## src/rtl/bbc_pkg.sv

```systemverilog
// Shared types, character codes and helpers for the bracket balance checker.
// Depends on nothing; every other file but bbc_if refers to it by scoped names.
package bbc_pkg;

  // Bracket kinds as kept on the open-bracket stack
  typedef enum logic [1:0] {
    KIND_ROUND  = 2'd0,
    KIND_SQUARE = 2'd1,
    KIND_CURLY  = 2'd2
  } kind_t;

  // Error codes, first one sticks until the end of the text
  localparam logic [1:0] ERR_NONE       = 2'd0;
  localparam logic [1:0] ERR_UNMATCHED  = 2'd1;
  localparam logic [1:0] ERR_WRONG_KIND = 2'd2;
  localparam logic [1:0] ERR_OVERFLOW   = 2'd3;

  // Character codes
  localparam logic [7:0] CH_OPEN_ROUND   = 8'h28;
  localparam logic [7:0] CH_OPEN_SQUARE  = 8'h5B;
  localparam logic [7:0] CH_OPEN_CURLY   = 8'h7B;
  localparam logic [7:0] CH_CLOSE_ROUND  = 8'h29;
  localparam logic [7:0] CH_CLOSE_SQUARE = 8'h5D;
  localparam logic [7:0] CH_CLOSE_CURLY  = 8'h7D;
  localparam logic [7:0] CH_QUOTE        = 8'h22;
  localparam logic [7:0] CH_BACKSLASH    = 8'h5C;

  localparam logic [6:0] DEPTH_SAT = 7'd127;

  // Decoded bracket class of one byte
  typedef struct packed {
    logic  is_open;
    logic  is_close;
    kind_t kind;
  } class_t;

  // Stack operation requested by the core
  typedef struct packed {
    logic  push;
    logic  pop;
    logic  clear;
    kind_t kind;
  } stack_ctrl_t;

  // Stack status seen by the core
  typedef struct packed {
    logic  empty;
    logic  full;
    kind_t top_kind;
  } stack_stat_t;

  // One result item
  typedef struct packed {
    logic       balanced;
    logic [1:0] error_code;
    logic [6:0] open_depth;
    logic       inside_string;
    logic       text_done;
  } result_t;

  function automatic class_t classify(input logic [7:0] b);
    class_t c;
    c = '{is_open: 1'b0, is_close: 1'b0, kind: KIND_ROUND};
    case (b)
      CH_OPEN_ROUND:   c = '{is_open: 1'b1, is_close: 1'b0, kind: KIND_ROUND};
      CH_OPEN_SQUARE:  c = '{is_open: 1'b1, is_close: 1'b0, kind: KIND_SQUARE};
      CH_OPEN_CURLY:   c = '{is_open: 1'b1, is_close: 1'b0, kind: KIND_CURLY};
      CH_CLOSE_ROUND:  c = '{is_open: 1'b0, is_close: 1'b1, kind: KIND_ROUND};
      CH_CLOSE_SQUARE: c = '{is_open: 1'b0, is_close: 1'b1, kind: KIND_SQUARE};
      CH_CLOSE_CURLY:  c = '{is_open: 1'b0, is_close: 1'b1, kind: KIND_CURLY};
      default:         c = '{is_open: 1'b0, is_close: 1'b0, kind: KIND_ROUND};
    endcase
    return c;
  endfunction

endpackage

```

## src/rtl/bbc_core.sv

```systemverilog
// Per-byte checker logic: string and escape flags, sticky error, stack requests
// and the result of each item. Depends on bbc_pkg.
module bbc_core #(
  parameter int CW = 7
) (
  input  logic                 clk,
  input  logic                 rst,
  input  logic                 accept,
  input  logic [7:0]           text_byte,
  input  logic                 end_of_text,
  input  bbc_pkg::stack_stat_t stat,
  input  logic [CW-1:0]        count,
  output bbc_pkg::stack_ctrl_t ctrl,
  output bbc_pkg::result_t     res
);

  logic           in_quote;
  logic           escape_pending;
  logic [1:0]     sticky_error;
  logic           in_quote_next;
  logic           escape_pending_next;
  logic [1:0]     sticky_error_next;
  bbc_pkg::class_t cls;
  logic [CW-1:0]  depth_after;
  logic [31:0]    depth_ext;

  assign cls = bbc_pkg::classify(text_byte);

  // Decide the effect of the byte
  always_comb begin
    in_quote_next       = in_quote;
    escape_pending_next = escape_pending;
    sticky_error_next   = sticky_error;
    ctrl.push           = 1'b0;
    ctrl.pop            = 1'b0;
    ctrl.kind           = cls.kind;
    if (accept && sticky_error == bbc_pkg::ERR_NONE) begin
      if (in_quote) begin
        if (escape_pending) begin
          escape_pending_next = 1'b0;
        end else if (text_byte == bbc_pkg::CH_BACKSLASH) begin
          escape_pending_next = 1'b1;
        end else if (text_byte == bbc_pkg::CH_QUOTE) begin
          in_quote_next = 1'b0;
        end
      end else if (text_byte == bbc_pkg::CH_QUOTE) begin
        in_quote_next = 1'b1;
      end else if (cls.is_open) begin
        if (stat.full) begin
          sticky_error_next = bbc_pkg::ERR_OVERFLOW;
        end else begin
          ctrl.push = 1'b1;
        end
      end else if (cls.is_close) begin
        if (stat.empty) begin
          sticky_error_next = bbc_pkg::ERR_UNMATCHED;
        end else if (stat.top_kind != cls.kind) begin
          sticky_error_next = bbc_pkg::ERR_WRONG_KIND;
        end else begin
          ctrl.pop = 1'b1;
        end
      end
    end
    ctrl.clear = accept && end_of_text;
  end

  // Build the verdict from the state after the byte, before any clear
  always_comb begin
    if (ctrl.push) begin
      depth_after = count + CW'(1);
    end else if (ctrl.pop) begin
      depth_after = count - CW'(1);
    end else begin
      depth_after = count;
    end
    depth_ext         = 32'(depth_after);
    res.open_depth    = (depth_ext > 32'd127) ? bbc_pkg::DEPTH_SAT : depth_ext[6:0];
    res.error_code    = sticky_error_next;
    res.inside_string = in_quote_next;
    res.text_done     = end_of_text;
    res.balanced      = (sticky_error_next == bbc_pkg::ERR_NONE) && !in_quote_next
                        && (depth_after == '0);
  end

  // Update flags; the last byte of a text clears them
  always_ff @(posedge clk) begin
    if (rst || ctrl.clear) begin
      in_quote       <= 1'b0;
      escape_pending <= 1'b0;
      sticky_error   <= bbc_pkg::ERR_NONE;
    end else begin
      in_quote       <= in_quote_next;
      escape_pending <= escape_pending_next;
      sticky_error   <= sticky_error_next;
    end
  end

endmodule

```

## config.mk

```make
export PLATFORM = sky130hd
export DESIGN_NAME = bbc_core
export DESIGN_NICKNAME = d
export VERILOG_FILES = /design/src/rtl/bbc_pkg.sv /design/src/rtl/bbc_core.sv
export SDC_FILE = /design/constraint.sdc
export NUM_CORES = 1
export LEC_CHECK = 0
export BUFFER_PORTS_ARGS = -buffer_cell sky130_fd_sc_hd__buf_2
export CAP_MARGIN = 30
export CORE_MARGIN = 3
export CORE_UTILIZATION = 44
export DETAILED_ROUTE_END_ITERATION = 10
export GPL_ROUTABILITY_DRIVEN = 1
export GPL_TIMING_DRIVEN = 0
export PLACE_DENSITY = 0.91
export SETUP_SLACK_MARGIN = 0.02
export SYNTH_ARGS = -nofsm -noshare
export SYNTH_HDL_FRONTEND = slang
export SYNTH_SLANG_ARGS = --single-unit
```

## constraint.sdc

```tcl
create_clock -name clk -period 2.69 [get_ports clk]
set_input_delay 0.1345 -clock clk [delete_from_list [all_inputs] [get_ports clk]]
set_output_delay 0.1345 -clock clk [all_outputs]
set_load 0.01 [all_outputs]
```

Yosys cells after proc, flatten, opt, wreduce, memory -nomap -nowiden
Cells that the tools add are included.
{"block": "totals", "reg_bits": 4, "latch_bits": 0, "ramBits": 0, "romBits": 0, "output_inout_bits": 17, "elab_cells": 52, "memories": 0}
{"block": "classes", "add_sub_neg": 2, "mul": 0, "div": 0, "magnitude_cmp": 0, "n_eq_ne": 9, "n_shift": 0, "n_mux": 28, "bitwise_logic": 0, "reduce_logical": 10}
{"cell": "equality test 8 x 7 -> 1 bit (second input constant)", "count": 5}
{"cell": "equality test 8 x 6 -> 1 bit (second input constant)", "count": 3}
{"cell": "one-hot mux 4 bit (6 select lines)", "count": 1}
{"cell": "two-way mux 2 bit", "count": 11}
{"cell": "two-way mux 1 bit", "count": 14}
{"cell": "two-way mux 7 bit", "count": 2}
{"cell": "adder 7 x 1 -> 7 bit (second input constant)", "count": 1}
{"cell": "logical NOT 7 bit", "count": 1}
{"cell": "subtractor 7 x 1 -> 7 bit (second input constant)", "count": 1}
{"cell": "logical AND 1 bit", "count": 4}
{"cell": "logical NOT 2 bit", "count": 2}
{"cell": "!= test 2 bit", "count": 1}
{"cell": "AND reduction 2 bit", "count": 1}
{"cell": "logical NOT 1 bit", "count": 1}
{"cell": "logical OR 1 bit", "count": 1}

Longest topological paths before layout
{"block": "logic_depth", "ltp_word": 14, "depth_mapped": 8, "depth_no_buf": 8}

Worst setup path after synthesis
Ideal clock, no wire load.
{"block": "synth_path", "kind": "reg-to-output", "start": "register in_quote", "end": "output res[11] in the netlist's numbering", "arrival_ps": 2050, "t_required_ps": 2556, "setup_slack_ps": 505, "path_stages_with_launch": 9, "cell_sequence": "dfxtp_1 nor4b_2 a21bo_1 a211o_2 inv_2 a32oi_2 xnor2_2 nor2_1 nor4b_2"}
{"element": "from (decl)", "line_no": "bbc_core.sv:17", "rtl": "logic in_quote;"}
{"element": "from (signal assigned)", "line_no": "bbc_core.sv:92", "rtl": "in_quote <= in_quote_next;"}
{"element": "to (decl)", "line_no": "bbc_core.sv:14", "rtl": "output bbc_pkg::result_t res"}

==> flow_summary.ini <==
[hold_path]
hold_start = rst
whs_path_depth = 3
hp-class = input pin to flip-flop
min_to = sticky_error[0]

[sta]
slew_viol_final = 0
grt_setup_unrepaired = no
finalSetupViolations = 0
clock-skew-final_ps = 0.363
post-route-period-util = 0.921
fin_hold_ws_ps = 204
setup_total_negative_slack_ps = 0
max_clock_freq_mhz = 403
worst_pin_slew_ps = 435
hold_viol = 0
period_needed_ps = 2480
slew_headroom = 0.709

[detailed_routing]
drc = 0
drt_iter0_drc = 14
drt-pass1-iter-count = 4
vias = 935
drt-vias-per-instance = 5.99
totalWireLength_mm = 2.05
drtAntennaViolNets = 0
avgRoutedWirePerCell_um = 13.1

[power]
p_int_w = 0.000148
p_switching_w = 0.0000688
clockPowerShare = 0.331
switching_share = 0.317
power_frac_comb = 0.393
ir_drop_v = 0.000140
cellLeakagePower_nw = 0.491
p_seq_frac = 0.276
power_density_nw_per_um2 = 217

[worst_setup_path]
critPathSlowestCell = dfxtp_1
crit-reg2reg-launch = sticky_error[0]
r2r_end = sticky_error[1]
slowest_delay_ps = 340
cp-start-kind = flip-flop
cp_max_fo = 6
endpoint_kind = output port
r2r_slack_ps = 1030
critPathBufInv = 2
rr_worst_depth = 5
cp.arrival_ps = 2340
worstPathCellList = nor4b_4, a21bo_2, a211o_2, inv_2, a32oi_2, xnor2_2, nor2_1, nor4b_2, buf_2
path_class = flip-flop to output port
worstPathRequired_ps = 2560
cp_top_family = compound AO/OA/AOI/OAI gates

[placement]
gp_congestion = 0.843
io_buffers = 38
dpl.hpwl_mm = 1.73

[synth]
synth_area_um2 = 753
ys_async_sr_fraction = 0
yosys_most_used_dff = dfxtp_1
yosysWarnings = 0
syn-num-nets = 124
synth_seq_area_share = 0.106
synth.distinct_cells = 45
synth-edff-count = 0
yosysTopAreaCellShare = 0.106
synth.avg_cell_area_um2 = 7.61
yosys-top-cells-count = nand2_1, nor2_1, inv_1, nand3_1
synth-seq-cells = 4
yosys-top-cells-area = dfxtp_1, nor4b_2, nand2_1
synthesis.instances = 99
synth_largest_area_cell = dfxtp_1
synth_most_common_cell = nand2_1

[clock_network]
root_buffer = clkbuf_4
cts.sinks = 4
clkTransAtPathRegs_ps = 40
clock_latency_ps = 230
htreeDepth = 1
cts_made_buffers = 3
cts_max_path_buffers = 2
cts_tree = done

[global_route]
grt_pass1_wl_mm = 3.19
grt_pass1_vias = 810
grt_max_degree = 10
overflow = 0
grt_util_all_layers = 0.187
antenna_found_initial = 0

[floorplanning]
dieArea_um2 = 2240
initial_utilization = 0.483
core_um2 = 1560
placementRows = 14
die_height_um = 47.4
ioPinCount = 40
die_x_um = 47.4

[layout]
nNetsFinal = 167
diodes = 0
fin_util = 0.641
drive_gt1_frac = 0.407
nFillCells = 136
syn_to_final_growth_pct = 32.7

[run_status]
status = completed

[job]
drv_cap = 0
==> power groups by stage <==
stage | clock network, W | logic [W] | registers [W]
4_1_cts | 0.0000761 | 0.0000838 | 0.0000599
3_5_place_dp | 0 | 0.0000834 | 0.0000608
2_1_floorplan | 0 | 0.0000437 | 0.0000608
6_report | 0.0000718 | 0.0000854 | 0.0000600
3_3_place_gp | 0 | 0.0000802 | 0.0000608
5_1_grt | 0.0000777 | 0.0000945 | 0.0000600
==> placed cells by master, fill, tap and decap left out, drive strengths merged, types with 3 or more instances in the layout <==
cell    instances
a21oi           5
nor4b           5
inv             7
nand3           5
dfxtp           4
nor4            3
buf            40
nand2          11
nand2b          3
xor2            3
nor3b           4
xnor2           4
clkbuf          4
nand4           3
nor2            7
==> final cells by class <==
class,instances,area [µm²],area share
Buffer,3,18.8,0.0188
Multi-Input combinational cell,85,642,0.642
Timing Repair Buffer,38,190,0.190
Clock buffer,3,22.5,0.0225
Sequential cell,4,80.1,0.0801
Tap cell,16,20.0,0.0200
Inverter,7,26.3,0.0263
==> what timing repair did <==
| item | 4_1_cts | 5_1_grt |
|---|---|---|
| setup endpoints to repair | 0 | 1 |
| setup buffers | 0 | 0 |
| resized for setup | 0 | 3 |
| hold buffers | 0 | 0 |
==> cell families (layout without fill, tap and decap cells) <==
| family | Yosys count | count (layout) | share of synthesized area |
|---|---|---|---|
| AND/OR/NAND/NOR | 55 | 55 | 0.477 |
| XOR/XNOR | 7 | 7 | 0.0914 |
| AO/OA/AOI/OAI | 20 | 20 | 0.219 |
| multiplexers | 1 | 1 | 0.0133 |
| adder cells (fa/ha/maj) | 2 | 2 | 0.0332 |
| flip-flops | 4 | 4 | 0.106 |
| buffers and inverters | 10 | 51 | 0.0598 |
==> layer usage <==
metal	global-route usage	wire length (µm)	vias up
met5	0	0	-
met2	0.340	1100	28
met4	0.0608	0	0
met1	0.234	875	445
li1	-	-	462
met3	0.00383	72	0
==> per-stage QoR <==
stage | instance area, µm² | power, W | worst slack (ps) | cells
floorplan | 753 | 0.000105 | 505 | 99
global placement | 963 | 0.000141 | 408 | 153
detailed placement | 963 | 0.000144 | 379 | 153
CTS | 986 | 0.000220 | 114 | 156
global route | 1000 | 0.000232 | 30.1 | 156
finish | 1000 | 0.000217 | 211 | 156
==> how the worst max path moves through the flow <==
stage / start / to / slack [ps] / cells past startpoint
2_1_floorplan: in_quote / res[11] / 510 / 8
3_3_place_gp: in_quote / res[11] / 410 / 7
3_5_place_dp: text_byte[4] / res[11] / 380 / 8
4_1_cts: in_quote / res[11] / 110 / 9
5_1_grt: sticky_error[0] / res[11] / 30 / 9
6_report: sticky_error[0] / res[11] / 210 / 9
==> tightest hold or removal path, stage by stage <==
cell and delay (ps):
buf_2 70, or2_2 130, a21oi_1 40
==> state kept, by name, indices dropped and copies added, names as in the netlist <==
signal	flops
sticky_error	2
escape_pending	1
in_quote	1
(Power assumes the default switching activity.)
